$ cat src/rtl/core/tscpmd_pkg.sv
// Shared types, constants and helpers of the TSC mass deposit block.
`timescale 1ns / 1ps

package tscpmd_pkg;

  // Defaults of the top level parameters
  localparam int unsigned MAX_CELLS_DEF = 1024;
  localparam int unsigned FRAC_BITS_DEF = 14;

  // Field widths
  localparam int unsigned POS_W     = 24;
  localparam int unsigned MASS_W    = 32;
  localparam int unsigned SIZE_W    = 11;
  localparam int unsigned FLAGS_W   = 6;
  localparam int unsigned GUARD_W   = 3;
  localparam int unsigned SCALE_W   = 32;
  localparam int unsigned CELL_W    = 12;
  localparam int unsigned DENS_W    = 40;
  localparam int unsigned CFG_IDX_W = 3;
  localparam int unsigned CFG_VAL_W = 32;

  // Weights are Q1.30, one spare bit holds the value 1.0
  localparam int unsigned W_FRAC = 30;
  localparam int unsigned W_Q_W  = W_FRAC + 1;
  // mass * density_scale, Q32.32
  localparam int unsigned MD_W   = MASS_W + SCALE_W;

  localparam int unsigned N_AXES     = 3;
  localparam logic [1:0]  TAP_LAST   = 2'd2;
  localparam int unsigned N_CONTRIB  = 27;

  typedef enum logic [CFG_IDX_W-1:0] {
    REG_SIZE_X        = 3'd0,
    REG_SIZE_Y        = 3'd1,
    REG_SIZE_Z        = 3'd2,
    REG_OUTFLOW_FLAGS = 3'd3,
    REG_GUARD_CELLS   = 3'd4,
    REG_DENSITY_SCALE = 3'd5
  } cfg_reg_e;

  typedef struct packed {
    logic [POS_W-1:0]  pos_x;
    logic [POS_W-1:0]  pos_y;
    logic [POS_W-1:0]  pos_z;
    logic [MASS_W-1:0] mass;
  } particle_t;

  typedef struct packed {
    logic signed [CELL_W-1:0] cell_x;
    logic signed [CELL_W-1:0] cell_y;
    logic signed [CELL_W-1:0] cell_z;
    logic [DENS_W-1:0]        density;
    logic                     in_range;
    logic                     skipped;
    logic                     last;
  } contrib_t;

  typedef struct packed {
    logic [CFG_IDX_W-1:0] index;
    logic [CFG_VAL_W-1:0] value;
  } cfg_wr_t;

  typedef struct packed {
    logic [SIZE_W-1:0]  size_x;
    logic [SIZE_W-1:0]  size_y;
    logic [SIZE_W-1:0]  size_z;
    logic [FLAGS_W-1:0] outflow_flags;
    logic [GUARD_W-1:0] guard_cells;
    logic [SCALE_W-1:0] density_scale;
  } cfg_t;

  localparam cfg_t CFG_RESET = '{
    size_x:        11'd64,
    size_y:        11'd64,
    size_z:        11'd64,
    outflow_flags: 6'd0,
    guard_cells:   3'd2,
    density_scale: 32'd65536
  };

  // One particle ready for expansion; w[axis][tap], tap 0 is cell c-1
  typedef struct packed {
    logic                                skip;
    logic [N_AXES-1:0][2:0][W_Q_W-1:0]   w;
    logic [MD_W-1:0]                     md;
  } part_t;

  // Sideband that rides along the multiply pipe
  typedef struct packed {
    logic signed [CELL_W-1:0] cell_x;
    logic signed [CELL_W-1:0] cell_y;
    logic signed [CELL_W-1:0] cell_z;
    logic                     in_range;
    logic                     skipped;
    logic                     last;
  } tag_t;

  // One contribution on its way into the multiply pipe
  typedef struct packed {
    logic [W_Q_W-1:0] wx;
    logic [W_Q_W-1:0] wy;
    logic [W_Q_W-1:0] wz;
    logic [MD_W-1:0]  md;
    tag_t             tag;
  } beat_t;

  // Size register clamped to the largest supported axis
  function automatic logic [SIZE_W-1:0] eff_size(input logic [SIZE_W-1:0] s,
                                                 input logic [SIZE_W-1:0] lim);
    return (s > lim) ? lim : s;
  endfunction

endpackage

$ cat src/rtl/core/tscpmd_seq.sv
// Sequencer: walks the 27 taps of one particle, z outer, x inner.
`timescale 1ns / 1ps

module tscpmd_seq #(
  parameter int unsigned MAX_CELLS_PER_AXIS = tscpmd_pkg::MAX_CELLS_DEF,
  parameter int unsigned FRAC_BITS          = tscpmd_pkg::FRAC_BITS_DEF
) (
  input  logic                  clk_i,
  input  logic                  rst_ni,
  input  tscpmd_pkg::cfg_t      cfg_i,
  input  logic                  pt_valid_i,
  output logic                  pt_ready_o,
  input  tscpmd_pkg::part_t     pt_i,
  input  logic [tscpmd_pkg::N_AXES-1:0][tscpmd_pkg::POS_W-FRAC_BITS-1:0] cell_i,
  output logic                  bt_valid_o,
  input  logic                  bt_ready_i,
  output tscpmd_pkg::beat_t     bt_o
);

  localparam int unsigned CBW = tscpmd_pkg::POS_W - FRAC_BITS;
  localparam int unsigned XW  = ((CBW + 2) > tscpmd_pkg::CELL_W) ? CBW + 2 : tscpmd_pkg::CELL_W;

  logic [tscpmd_pkg::N_AXES-1:0][1:0] tap_q, tap_d;
  logic                               bt_v_q;
  tscpmd_pkg::beat_t                  bt_q, bt_d;

  logic s_load, issue, last_tap;
  logic [tscpmd_pkg::N_AXES-1:0][tscpmd_pkg::SIZE_W-1:0] sz;
  logic [tscpmd_pkg::N_AXES-1:0][tscpmd_pkg::CELL_W-1:0] cell_idx;
  logic [tscpmd_pkg::N_AXES-1:0]                         inr;

  assign sz       = {cfg_i.size_z, cfg_i.size_y, cfg_i.size_x};
  assign s_load   = !bt_v_q || bt_ready_i;
  assign issue    = pt_valid_i && s_load;
  assign last_tap = (tap_q[0] == tscpmd_pkg::TAP_LAST) && (tap_q[1] == tscpmd_pkg::TAP_LAST)
                 && (tap_q[2] == tscpmd_pkg::TAP_LAST);
  assign pt_ready_o = issue && (pt_i.skip || last_tap);

  // exact index c + tap - 1, range test on the exact value
  always_comb begin
    logic [XW-1:0] x;
    for (int a = 0; a < int'(tscpmd_pkg::N_AXES); a++) begin
      x = XW'(cell_i[a]) + XW'(tap_q[a]) - XW'(1);
      cell_idx[a] = x[tscpmd_pkg::CELL_W-1:0];
      inr[a]  = !x[XW-1] && (x < XW'(tscpmd_pkg::eff_size(sz[a],
                                       tscpmd_pkg::SIZE_W'(MAX_CELLS_PER_AXIS))));
    end
  end

  always_comb begin
    bt_d.wx           = pt_i.w[0][tap_q[0]];
    bt_d.wy           = pt_i.w[1][tap_q[1]];
    bt_d.wz           = pt_i.w[2][tap_q[2]];
    bt_d.md           = pt_i.md;
    bt_d.tag.cell_x   = cell_idx[0];
    bt_d.tag.cell_y   = cell_idx[1];
    bt_d.tag.cell_z   = cell_idx[2];
    bt_d.tag.in_range = &inr;
    bt_d.tag.skipped  = 1'b0;
    bt_d.tag.last     = last_tap;
    if (pt_i.skip) begin
      // rejected particle: single zero beat
      bt_d.wx  = '0;
      bt_d.wy  = '0;
      bt_d.wz  = '0;
      bt_d.md  = '0;
      bt_d.tag = '{cell_x: '0, cell_y: '0, cell_z: '0,
                   in_range: 1'b0, skipped: 1'b1, last: 1'b1};
    end
  end

  always_comb begin
    tap_d = tap_q;
    if (issue) begin
      if (pt_i.skip || last_tap) begin
        tap_d = '0;
      end else if (tap_q[0] != tscpmd_pkg::TAP_LAST) begin
        tap_d[0] = tap_q[0] + 2'd1;
      end else begin
        tap_d[0] = '0;
        if (tap_q[1] != tscpmd_pkg::TAP_LAST) begin
          tap_d[1] = tap_q[1] + 2'd1;
        end else begin
          tap_d[1] = '0;
          tap_d[2] = tap_q[2] + 2'd1;
        end
      end
    end
  end

  always_ff @(posedge clk_i or negedge rst_ni) begin
    if (!rst_ni) begin
      tap_q  <= '0;
      bt_v_q <= 1'b0;
    end else begin
      tap_q <= tap_d;
      if (s_load) begin
        bt_v_q <= pt_valid_i;
      end
    end
  end

  always_ff @(posedge clk_i) begin
    if (s_load) begin
      bt_q <= bt_d;
    end
  end

  assign bt_valid_o = bt_v_q;
  assign bt_o       = bt_q;

endmodule

$ cat config.mk
export PLATFORM = sky130hd
export DESIGN_NAME = tscpmd_seq
export DESIGN_NICKNAME = d
export VERILOG_FILES = /design/src/rtl/core/tscpmd_pkg.sv /design/src/rtl/core/tscpmd_seq.sv
export SDC_FILE = /design/constraint.sdc
export NUM_CORES = 1
export LEC_CHECK = 0
export BUFFER_PORTS_ARGS = -buffer_cell sky130_fd_sc_hd__buf_2
export CORE_AREA = 2 2 250 252
export DETAILED_ROUTE_END_ITERATION = 10
export DIE_AREA = 0 0 252 254
export PLACE_DENSITY_LB_ADDON = 0.25
export RECOVER_POWER = 50
export SLEW_MARGIN = 20
export SYNTH_ARGS = -nofsm -noshare
export SYNTH_HDL_FRONTEND = slang
export SYNTH_SLANG_ARGS = --single-unit
export TNS_END_PERCENT = 1
$ cat constraint.sdc
create_clock -name clk_i -period 8.8 [get_ports clk_i]
set_clock_uncertainty 0.15 [all_clocks]
set_input_delay 1.32 -clock clk_i [delete_from_list [all_inputs] [get_ports clk_i]]
set_output_delay 1.32 -clock clk_i [all_outputs]
set_load 0.03 [all_outputs]
[After elaboration in Yosys (flattened, before gate mapping)]
Cells that the tools add are included.
Word-level totals
  register bits after elaboration: 203
  bits of input ports: 452
  logic and storage cells: 70
Cells by class
  add/sub/neg operators: 9
  $lt $le $gt $ge: 9
  equality and inequality tests: 7
  muxes and demuxes: 15
  reduce and logical (&&, ||, !) cells: 16
Operator list (count)
  binary-select mux 31 bit (select 2 bit): 3
  two-way mux 31 bit: 3
  < comparator 12 x 11 -> 1 bit: 3
  subtractor 11 x 1 -> 12 bit (second input constant): 3
  adder 10 x 2 -> 11 bit: 3
  greater-than comparator 11 bit (second input constant): 3
  two-way mux 11 bit: 3
  < comparator 2 x 3 -> 1 bit (second input constant): 3
  two-way mux 2 bit: 4
  != test 2 bit (second input constant): 4
  logical AND 1 bit: 7
  adder 2 x 1 -> 2 bit (second input constant): 3
  == test 2 bit (second input constant): 3
  two-way mux 6 bit: 1
  AND reduction 3 bit: 2
  logical NOT 1 bit: 4
  two-way mux 4 bit: 1
  logical OR 1 bit: 2
  AND reduction 2 bit: 1

[Longest topological paths before layout]
Gate-level depths: netlist of run 1.
  word-level depth: 6
  mapped depth: 20
  depth with buffers taken out: 18

[Worst setup path after synthesis of run 1]
Ideal clock, no wire load.
  kind: in2out
  start point: input bt_ready_i
  end point: output pt_ready_o
  arrival time: 7.176 ns
  data required time: 7.330 ns
  setup slack: 0.154 ns
  stages on the path: 4
  buffers on the path: 1
  cells stage by stage: nand2b_1 nand2_1 clkbuf_1 nor2b_1
Between the ends
  word-level cells in the longest chain between the ends: 3
RTL lines
  start: declaration: RTL line tscpmd_seq.sv:16  | input logic bt_ready_i,
  logical OR 1 bit: RTL line tscpmd_seq.sv:33  | assign s_load = !bt_v_q || bt_ready_i;
  logical AND 1 bit: RTL line tscpmd_seq.sv:34  | assign issue = pt_valid_i && s_load;
  logical AND 1 bit: RTL line tscpmd_seq.sv:37  | assign pt_ready_o = issue && (pt_i.skip || last_tap);
  end: declaration: RTL line tscpmd_seq.sv:12  | output logic pt_ready_o,
Every way passes these cells.

[Worst setup path in the final report of run 1]
Ends and elaborated chain as after synthesis.

==> summary.txt, run 1 <==
sequential share of the synthesized area - 53.70%
synth warn - 0
number of global-route vias before repair - 9,934
Layout Nets - 2,170
Synth Area in Compound Gates - 8.293%
CP Launch Type - input pin
Post-Syn Instances - 1,056
sw power - 0.001400 W
share of cells above drive strength 1 - 30.94%
area of the multi-input gates - 4771 um2
Clk Latency, worst-skew pair - 0.56 ns
CTS tree - built
post-synth top area cell - edfxtp_1
Root Driver - clkbuf_16
final core utilization - 25.75%
Pins Over Slew Limit - 102
Combinational Power Share - 37.0%
post-synth top area share - 52.15%
DRC violations left - 0
routed via count - 9,873
worst endpoint required time - 7.33 ns
P_leak - 6.915 nW
crit path max fanout - 42
initial core utilization - 18.42%
Final setup violation count - 0
minimum clock period - 5.815 ns
DP HPWL - 33,400 um
final period utilization - 66.08%
initial antenna violation count - 3
gr ovfl total - 0
register area - 6065 um2
number of routed nets with antenna violations - 0
max-capacitance violation count - 2
area grow syn2layout - 39.77%
die area - 64,010 um2
xor/xnor cell area share of the yosys netlist - 1.863%
post-synthesis mux area share - 8.437%
P_int - 0.002247 W
worst vdd ir - 0.1448 mV
largest net degree at the start of global routing - 78
CP arrival - 4.35 ns
RSZ-0062 raised after global routing - no
simple logic cell fraction of the synthesized area - 15.61%
Die Width - 252 um
Synth cell types - 52
combinational family with the most area after synthesis - simple AND/OR/NAND/NOR gates
main flop type after synthesis - edfxtp_1
number of synthesized flops with an enable pin - 196
final setup TNS - 0 ns
synthesized area - 11,290 um2
Min-Delay Path Class - in2async
Final GP Congestion - 0.8237
CTS clock-pin slew for the worst setup and hold paths - 0.06 ns
post-synthesis adder-cell area fraction - 7.960%
Buffers on Ports - 608
Global Route Usage Sum - 12.30%
H-tree Lvls - 1
Die Y - 254 um
clock sink total - 203
failing checks - max-capacitance violations, max-slew violations
Placement Rows - 91
postcts setup bufs - 0
Filler Cells Inserted - 6,728
routed len/inst - 17.28 um
vias per cell - 4.013
pwr dens - 231.2 nW/um2
drt pass-1 iters - 5
Least-Margin Pin Slew - 2.925 ns
hold_buf cts - 0
Achievable Freq - 172.0 MHz
global-route wire length before repair - 60,150 um
post-CTS sizing - 0
TritonCTS buffer count - 26
Max transition margin - -94.98%
Setup crit end kind - output pin
register bit total from synthesis - 203
sequential power share - 36.0%
DR iter-0 viols - 410
Synthesized Nets - 1,578
CTS max path bufs - 3
most frequent cell after synthesis - nor2_1
CP Class - in2out
routed wire length - 42,520 um
clock share of power - 27.0%
Core Box Area - 61,260 um2
Fin. Hold Viols - 0
Mean Syn Cell Area - 10.69 um2
outcome - finished, violations left
I/O Pins - 650
top cells by count, synth - nor2_1, edfxtp_1, a21oi_1
Switching Share - 38.39%
Synth area leaders - edfxtp_1, mux2i_1, ha_1
Post-synth ARST share - 3.448%
## flip-flops by register name, summed over array words and instances (netlist names)
register / cells
bt_o: 196
bt_valid_o: 1
tap_q: 6
## power groups by stage
| stage | registers (W) | clock network, W | logic, W |
|---|---|---|---|
| finish | 0.00131 | 0.000984 | 0.00135 |
| global placement | 0.00132 | 0 | 0.00140 |
| global route | 0.00133 | 0.00106 | 0.00150 |
| detailed placement | 0.00133 | 0 | 0.00141 |
| floorplan | 0.00160 | 0 | 0.000663 |
| CTS | 0.00131 | 0.00103 | 0.00141 |
## routing by layer
layer | part of all wire, % | wire length [um] | track usage (%) | vias to the layer above
li1 | - | - | - | 4875
met1 | 40 | 17210 | 14.82 | 4631
met2 | 50 | 21330 | 21.71 | 314
met3 | 7.1 | 3016 | 3.206 | 49
met4 | 2.2 | 932 | 3.111 | 4
met5 | 0.064 | 27 | 0 | -
## worst max-delay path, stage by stage
cell	delay, ns
clkbuf_1	0.15
nand2b_1	1.68
nand2_1	0.69
nor2b_1	0.24
buf_2	0.24
## final timing paths
check	from	to	slack [ns]	cells past startpoint
setup / recovery	bt_ready_i	pt_ready_o	2.98	5
hold / removal	rst_ni	bt_valid_o$_DFFE_PN0N_	0.52	1
setup reg to reg	tap_q[4]$_DFFE_PN0P_	bt_o[2]$_SDFFCE_PP0N_	4.17	17
hold reg to reg	tap_q[2]$_DFFE_PN0P_	tap_q[2]$_DFFE_PN0P_	0.61	3
max in group asynchronous	rst_ni	tap_q[2]$_DFFE_PN0P_	7.64	1
min in group clk_i	tap_q[2]$_DFFE_PN0P_	tap_q[2]$_DFFE_PN0P_	0.61	3
## through the flow
stage               instance area (um2)  setup slack (ns)  total power [W]  instances  hold WS, ns
finish                            15770             2.985         0.003648       2460       0.5216
floorplan                         11290            0.1544         0.002259       1056       0.5288
global placement                  15210             3.971         0.002726       2410       0.6050
detailed placement                15210             3.957         0.002739       2410       0.6447
global route                      15770             2.429         0.003889       2459       0.5176
CTS                               15970             4.019         0.003752       2458       0.4122
## layout make-up
type	instances	share of cell area, %
flip-flops and latches	203	38.45
clock inverters	13	0.5156
clock buffers	35	4.339
well taps	790	6.266
repair buffers	621	18.70
multi-input cells	735	30.25
diodes	2	0.03173
inverters	61	1.452
## kinds of logic after synthesis
family,Yosys count
xor+xnor,24
flops,203
compound gates,163
buf+inv,118
simple gates,383
fa+ha+maj,70
mux,95
## layout by cell type (no fill, tap or decap), types with 6 or more instances in the layout
cell	n
a21oi_1	112
buf_2	456
buf_4	13
clkbuf_1	161
clkbuf_16	26
clkinv_1	8
edfxtp_1	196
ha_1	67
inv_1	59
mux2i_1	94
nand2_1	41
nand3_1	8
nor2_1	208
nor2b_1	100
nor3_1	6
o21ai_0	17
xnor2_1	22
(Power assumes the default switching activity.)
==> run 2, diff against run 1 <==
Clock period 8.8 ns to 5.9 ns, I/O delays scaled along.
==> run 2 against run 1 <==
Effect of this change:
- via count is 1.5% higher
- setup slack worse by 2.0 ns
- clock-buffer cell count is 6 lower
- power is 59% higher
- highest routed layer unchanged
- die area stayed put
- wire length is 0.80% lower
- final area is 1.6% higher
- the run still ends with max-capacitance violations, max-slew violations left
- core utilization is 0.42 points higher
- global-route usage is 0.16 points lower
- first-iteration DRC count is 12% higher
- non-clock buffer count is 2 higher
==> summary.txt, run 2 (same netlist as run 1, synthesis figures left out) <==
commonest non-fill, non-tap cells in the layout - buf_2, nor2_1, edfxtp_1
CTS max path bufs - 3
Worst R2R Start - tap_q[0]$_DFFE_PN0P_
r2r worst-path depth - 17
final period utilization - 82.87%
worst endpoint required time - 4.87 ns
failing checks - max-capacitance violations, max-slew violations
Worst R2R End - bt_o[2]$_SDFFCE_PP0N_
number of routed nets with antenna violations - 0
minimum clock period - 4.889 ns
CP Class - in2out
Filler Cells Inserted - 6,730
global-route wire length before repair - 59,600 um
Hold Crit Start - pt_valid_i
initial antenna violation count - 5
WHS Path Cells - 2
gr ovfl total - 0
Area after DPL - 15,210 um2
DR iter-0 viols - 459
Min-Delay Path Class - in2reg
routed via count - 10,020
worst reg-to-reg setup slack - 1.58 ns
Global Route Usage Sum - 12.14%
Die Width - 252 um
most common cell after layout, fill and taps aside - buf_2
area of the multi-input gates - 4771 um2
Fin. Hold Viols - 0
hold_ws - 0.3666 ns
Final GP Congestion - 0.8162
post-route cell area - 16,030 um2
Final setup violation count - 0
Clk Latency, worst-skew pair - 0.58 ns
register area - 6065 um2
routed len/inst - 17.12 um
worst vdd ir - 0.2109 mV
H-tree Lvls - 1
clock sink total - 203
initial core utilization - 18.42%
final setup TNS - 0 ns
crit path max fanout - 64
drt pass-1 iters - 4
Max transition margin - -117.4%
RSZ-0062 raised after global routing - no
Worst Hold End - bt_valid_o$_DFFE_PN0N_
routed wire length - 42,180 um
post-CTS sizing - 0
CP arrival - 3.85 ns
Pins Over Slew Limit - 183
Placement Rows - 91
number of global-route vias before repair - 10,150
Root Driver - clkbuf_16
postcts setup bufs - 0
share of cells above drive strength 1 - 33.99%
die area - 64,010 um2
largest net degree at the start of global routing - 79
area grow syn2layout - 42.06%
Achievable Freq - 204.5 MHz
P_leak - 7.147 nW
I/O Pins - 650
Core Box Area - 61,260 um2
Die Y - 254 um
Least-Margin Pin Slew - 3.261 ns
TritonCTS buffer count - 27
max FFs per register - 196
outcome - finished, violations left
Buffers on Ports - 608
pwr dens - 360.7 nW/um2
Setup crit end kind - output pin
max-capacitance violation count - 3
DRC violations left - 0
Layout Nets - 2,173
CTS tree - built
CP Launch Type - input pin
CTS clock-pin slew for the worst setup and hold paths - 0.06 ns
DP HPWL - 33,340 um
Design Power - 0.005783 W
vias per cell - 4.067
[run 2: worst max path at each step]
stage | from | endpoint | slack [ns] | cells after the start
final | pt_i[343] | pt_ready_o | 1.01 | 4
after global routing | pt_i[343] | bt_o[149]$_SDFFCE_PP0N_ | 0.63 | 3
after CTS | tap_q[0]$_DFFE_PN0P_ | bt_o[2]$_SDFFCE_PP0N_ | 1.51 | 17
after detailed placement | cell_i[21] | bt_o[2]$_SDFFCE_PP0N_ | 1.46 | 18
after global placement | cell_i[21] | bt_o[2]$_SDFFCE_PP0N_ | 1.46 | 18
after floorplan | bt_ready_i | pt_ready_o | 0.50 | 4
[run 2: through the flow]
stage	cells	worst slack (ns)	utilization [%]
floorplan	1056	0.5026	-
global placement	2411	1.464	24.84
detailed placement	2411	1.464	24.84
CTS	2461	1.515	26.43
global route	2462	0.6254	26.17
finish	2463	1.011	26.17
[run 2: cell type report]
class	count	area share [%]
antenna	2	0.03122
clock buffer	29	4.261
clock inverter	20	1.748
inverter	61	1.428
multi-input combinational	735	29.76
sequential	203	37.83
tap	790	6.165
timing repair buffer	623	18.78
[run 2: routing by layer]
metal	vias up	routed length, um	track usage (%)
met5	-	46	0
met4	6	907	2.975
met3	50	2508	2.622
met2	303	21510	22.01
met1	4772	17200	14.51
li1	4887	-	-
[run 2: power by group]
part           internal [W]  switching, W  leakage, nW
Clock               0.00111      0.000692        0.462
Combinational      0.000690       0.00137         4.52
Sequential          0.00186     0.0000658         2.16
Total               0.00366       0.00213         7.15
[run 2: repair_timing]
action,CTS,global route
setup endpoints to repair,0,0
hold buffers,1,0
hold endpoints to repair,7,0
[run 2: critical path, cell delays in order]
cell and delay (ns):
clkbuf_1 2.26, a41o_1 0.28, nor2b_1 0.15, buf_2 0.23
==> run 3, diff against run 2 <==
Clock period 5.9 ns to 4.9 ns, I/O delays scaled along.
==> run 3 against run 2 <==
Effect of this change:
- the flow still finishes with violations (max-capacitance violations, max-slew violations)
- cell count barely moved
- die area did not move
- via count fell by 1.3%
- clock-buffer cell count rose by 6
- largest power group unchanged
- global-route usage barely moved
- power rose by 16%
- sequential power rose by 20%
==> summary.txt, run 3 (same netlist as run 1, synthesis figures left out) <==
Setup crit end kind - flip-flop
DR iter-0 viols - 465
Final setup violation count - 0
postcts setup bufs - 0
Die Y - 254 um
DP HPWL - 32,670 um
worst vdd ir - 0.1654 mV
CP arrival - 3.96 ns
pwr dens - 418.3 nW/um2
Pins Over Slew Limit - 384
number of global-route vias before repair - 9,932
RSZ-0062 raised after global routing - no
drt pass-1 iters - 4
routed len/inst - 17.06 um
die area - 64,010 um2
final setup TNS - 0 ns
final non-filler cell total - 2,465
worst slack, placed - 0.6762 ns
routed via count - 9,887
Max transition margin - -112.8%
worst endpoint required time - 4.84 ns
number of routed nets with antenna violations - 0
vias per cell - 4.011
Layout Nets - 2,173
global-route wire length before repair - 59,150 um
clock sink total - 203
outcome - finished, violations left
Min-Delay Path Class - in2reg
failing checks - max-capacitance violations, max-slew violations
initial antenna violation count - 5
largest net degree at the start of global routing - 123
max FFs per register - 196
Least-Margin Pin Slew - 3.191 ns
CTS clock-pin slew for the worst setup and hold paths - 0.06 ns
most common cell after layout, fill and taps aside - buf_2
Root Driver - clkbuf_16
TritonCTS buffer count - 27
DRC violations left - 0
post-CTS sizing - 0
initial core utilization - 18.42%
max-capacitance violation count - 4
crit path max fanout - 122
CP Launch Type - flip-flop
area grow syn2layout - 41.63%
final period utilization - 82.03%
number of instances in the placed design - 2,411
Achievable Freq - 248.8 MHz
commonest non-fill, non-tap cells in the layout - buf_2, nor2_1, edfxtp_1
P_leak - 7.364 nW
CTS tree - built
Fin. Hold Viols - 0
Core Box Area - 61,260 um2
Placement Rows - 91
Die Width - 252 um
routed wire length - 42,050 um
I/O Pins - 650
Buffers on Ports - 608
worst setup margin - 0.8803 ns
share of cells above drive strength 1 - 38.80%
Final GP Congestion - 0.8163
CP Class - reg2reg
Clk Latency, worst-skew pair - 0.54 ns
hold_buf cts - 1
CTS max path bufs - 3
gr ovfl total - 0
Global Route Usage Sum - 12.11%
minimum clock period - 4.020 ns
H-tree Lvls - 1
run 3: final timing paths:
path	from	endpoint	slack (ns)	depth (start not counted)
min in group asynchronous	rst_ni	bt_valid_o$_DFFE_PN0N_	0.60	2
max in group asynchronous	rst_ni	tap_q[1]$_DFFE_PN0P_	3.54	2
setup / recovery	bt_valid_o$_DFFE_PN0N_	bt_o[156]$_SDFFCE_PP0N_	0.88	2
setup reg to reg	bt_valid_o$_DFFE_PN0N_	bt_o[156]$_SDFFCE_PP0N_	0.88	2
hold / removal	pt_valid_i	bt_valid_o$_DFFE_PN0N_	0.26	2
hold reg to reg	tap_q[2]$_DFFE_PN0P_	tap_q[2]$_DFFE_PN0P_	0.57	3
run 3: worst max-delay path, stage by stage (launching register included):
cell and delay [ns]:
dfrtp_1 0.38, nand2b_1 0.55, clkbuf_2 2.19
run 3: final cells by class:
type | count | area, um2
Timing Repair Buffer | 623 | 3120
Antenna cell | 5 | 12.51
Sequential cell | 203 | 6066
Clock inverter | 13 | 91.34
Tap cell | 790 | 988.4
Inverter | 61 | 229.0
Multi-Input combinational cell | 735 | 4771
Clock buffer | 35 | 705.7
Fill cell | 6659 | 45270
run 3: where the power goes:
group	total (W)	internal, W	switching [W]
combinational	0.00252	0.000861	0.00166
clock	0.00185	0.00106	0.000789
sequential	0.00232	0.00225	0.0000711
run 3: layer usage:
layer / up-vias / part of all wire (%) / GRT usage [%]
met4: 4 / 2.0 / 3.280
met1: 4631 / 39 / 14.04
met3: 51 / 7.5 / 3.001
met2: 322 / 51 / 22.06
li1: 4879 / - / -
met5: - / 0.033 / 0
run 3: per-stage QoR:
stage	hold slack [ns]	instance area [um2]	utilization, %	power, W
after floorplan	0.2894	11290	-	0.004039
after global placement	0.4740	15240	24.88	0.004915
after detailed placement	0.4765	15240	24.88	0.004931
after CTS	0.2016	16050	26.20	0.006843
after global routing	0.2403	15970	26.08	0.007111
final	0.2632	15980	26.09	0.006686
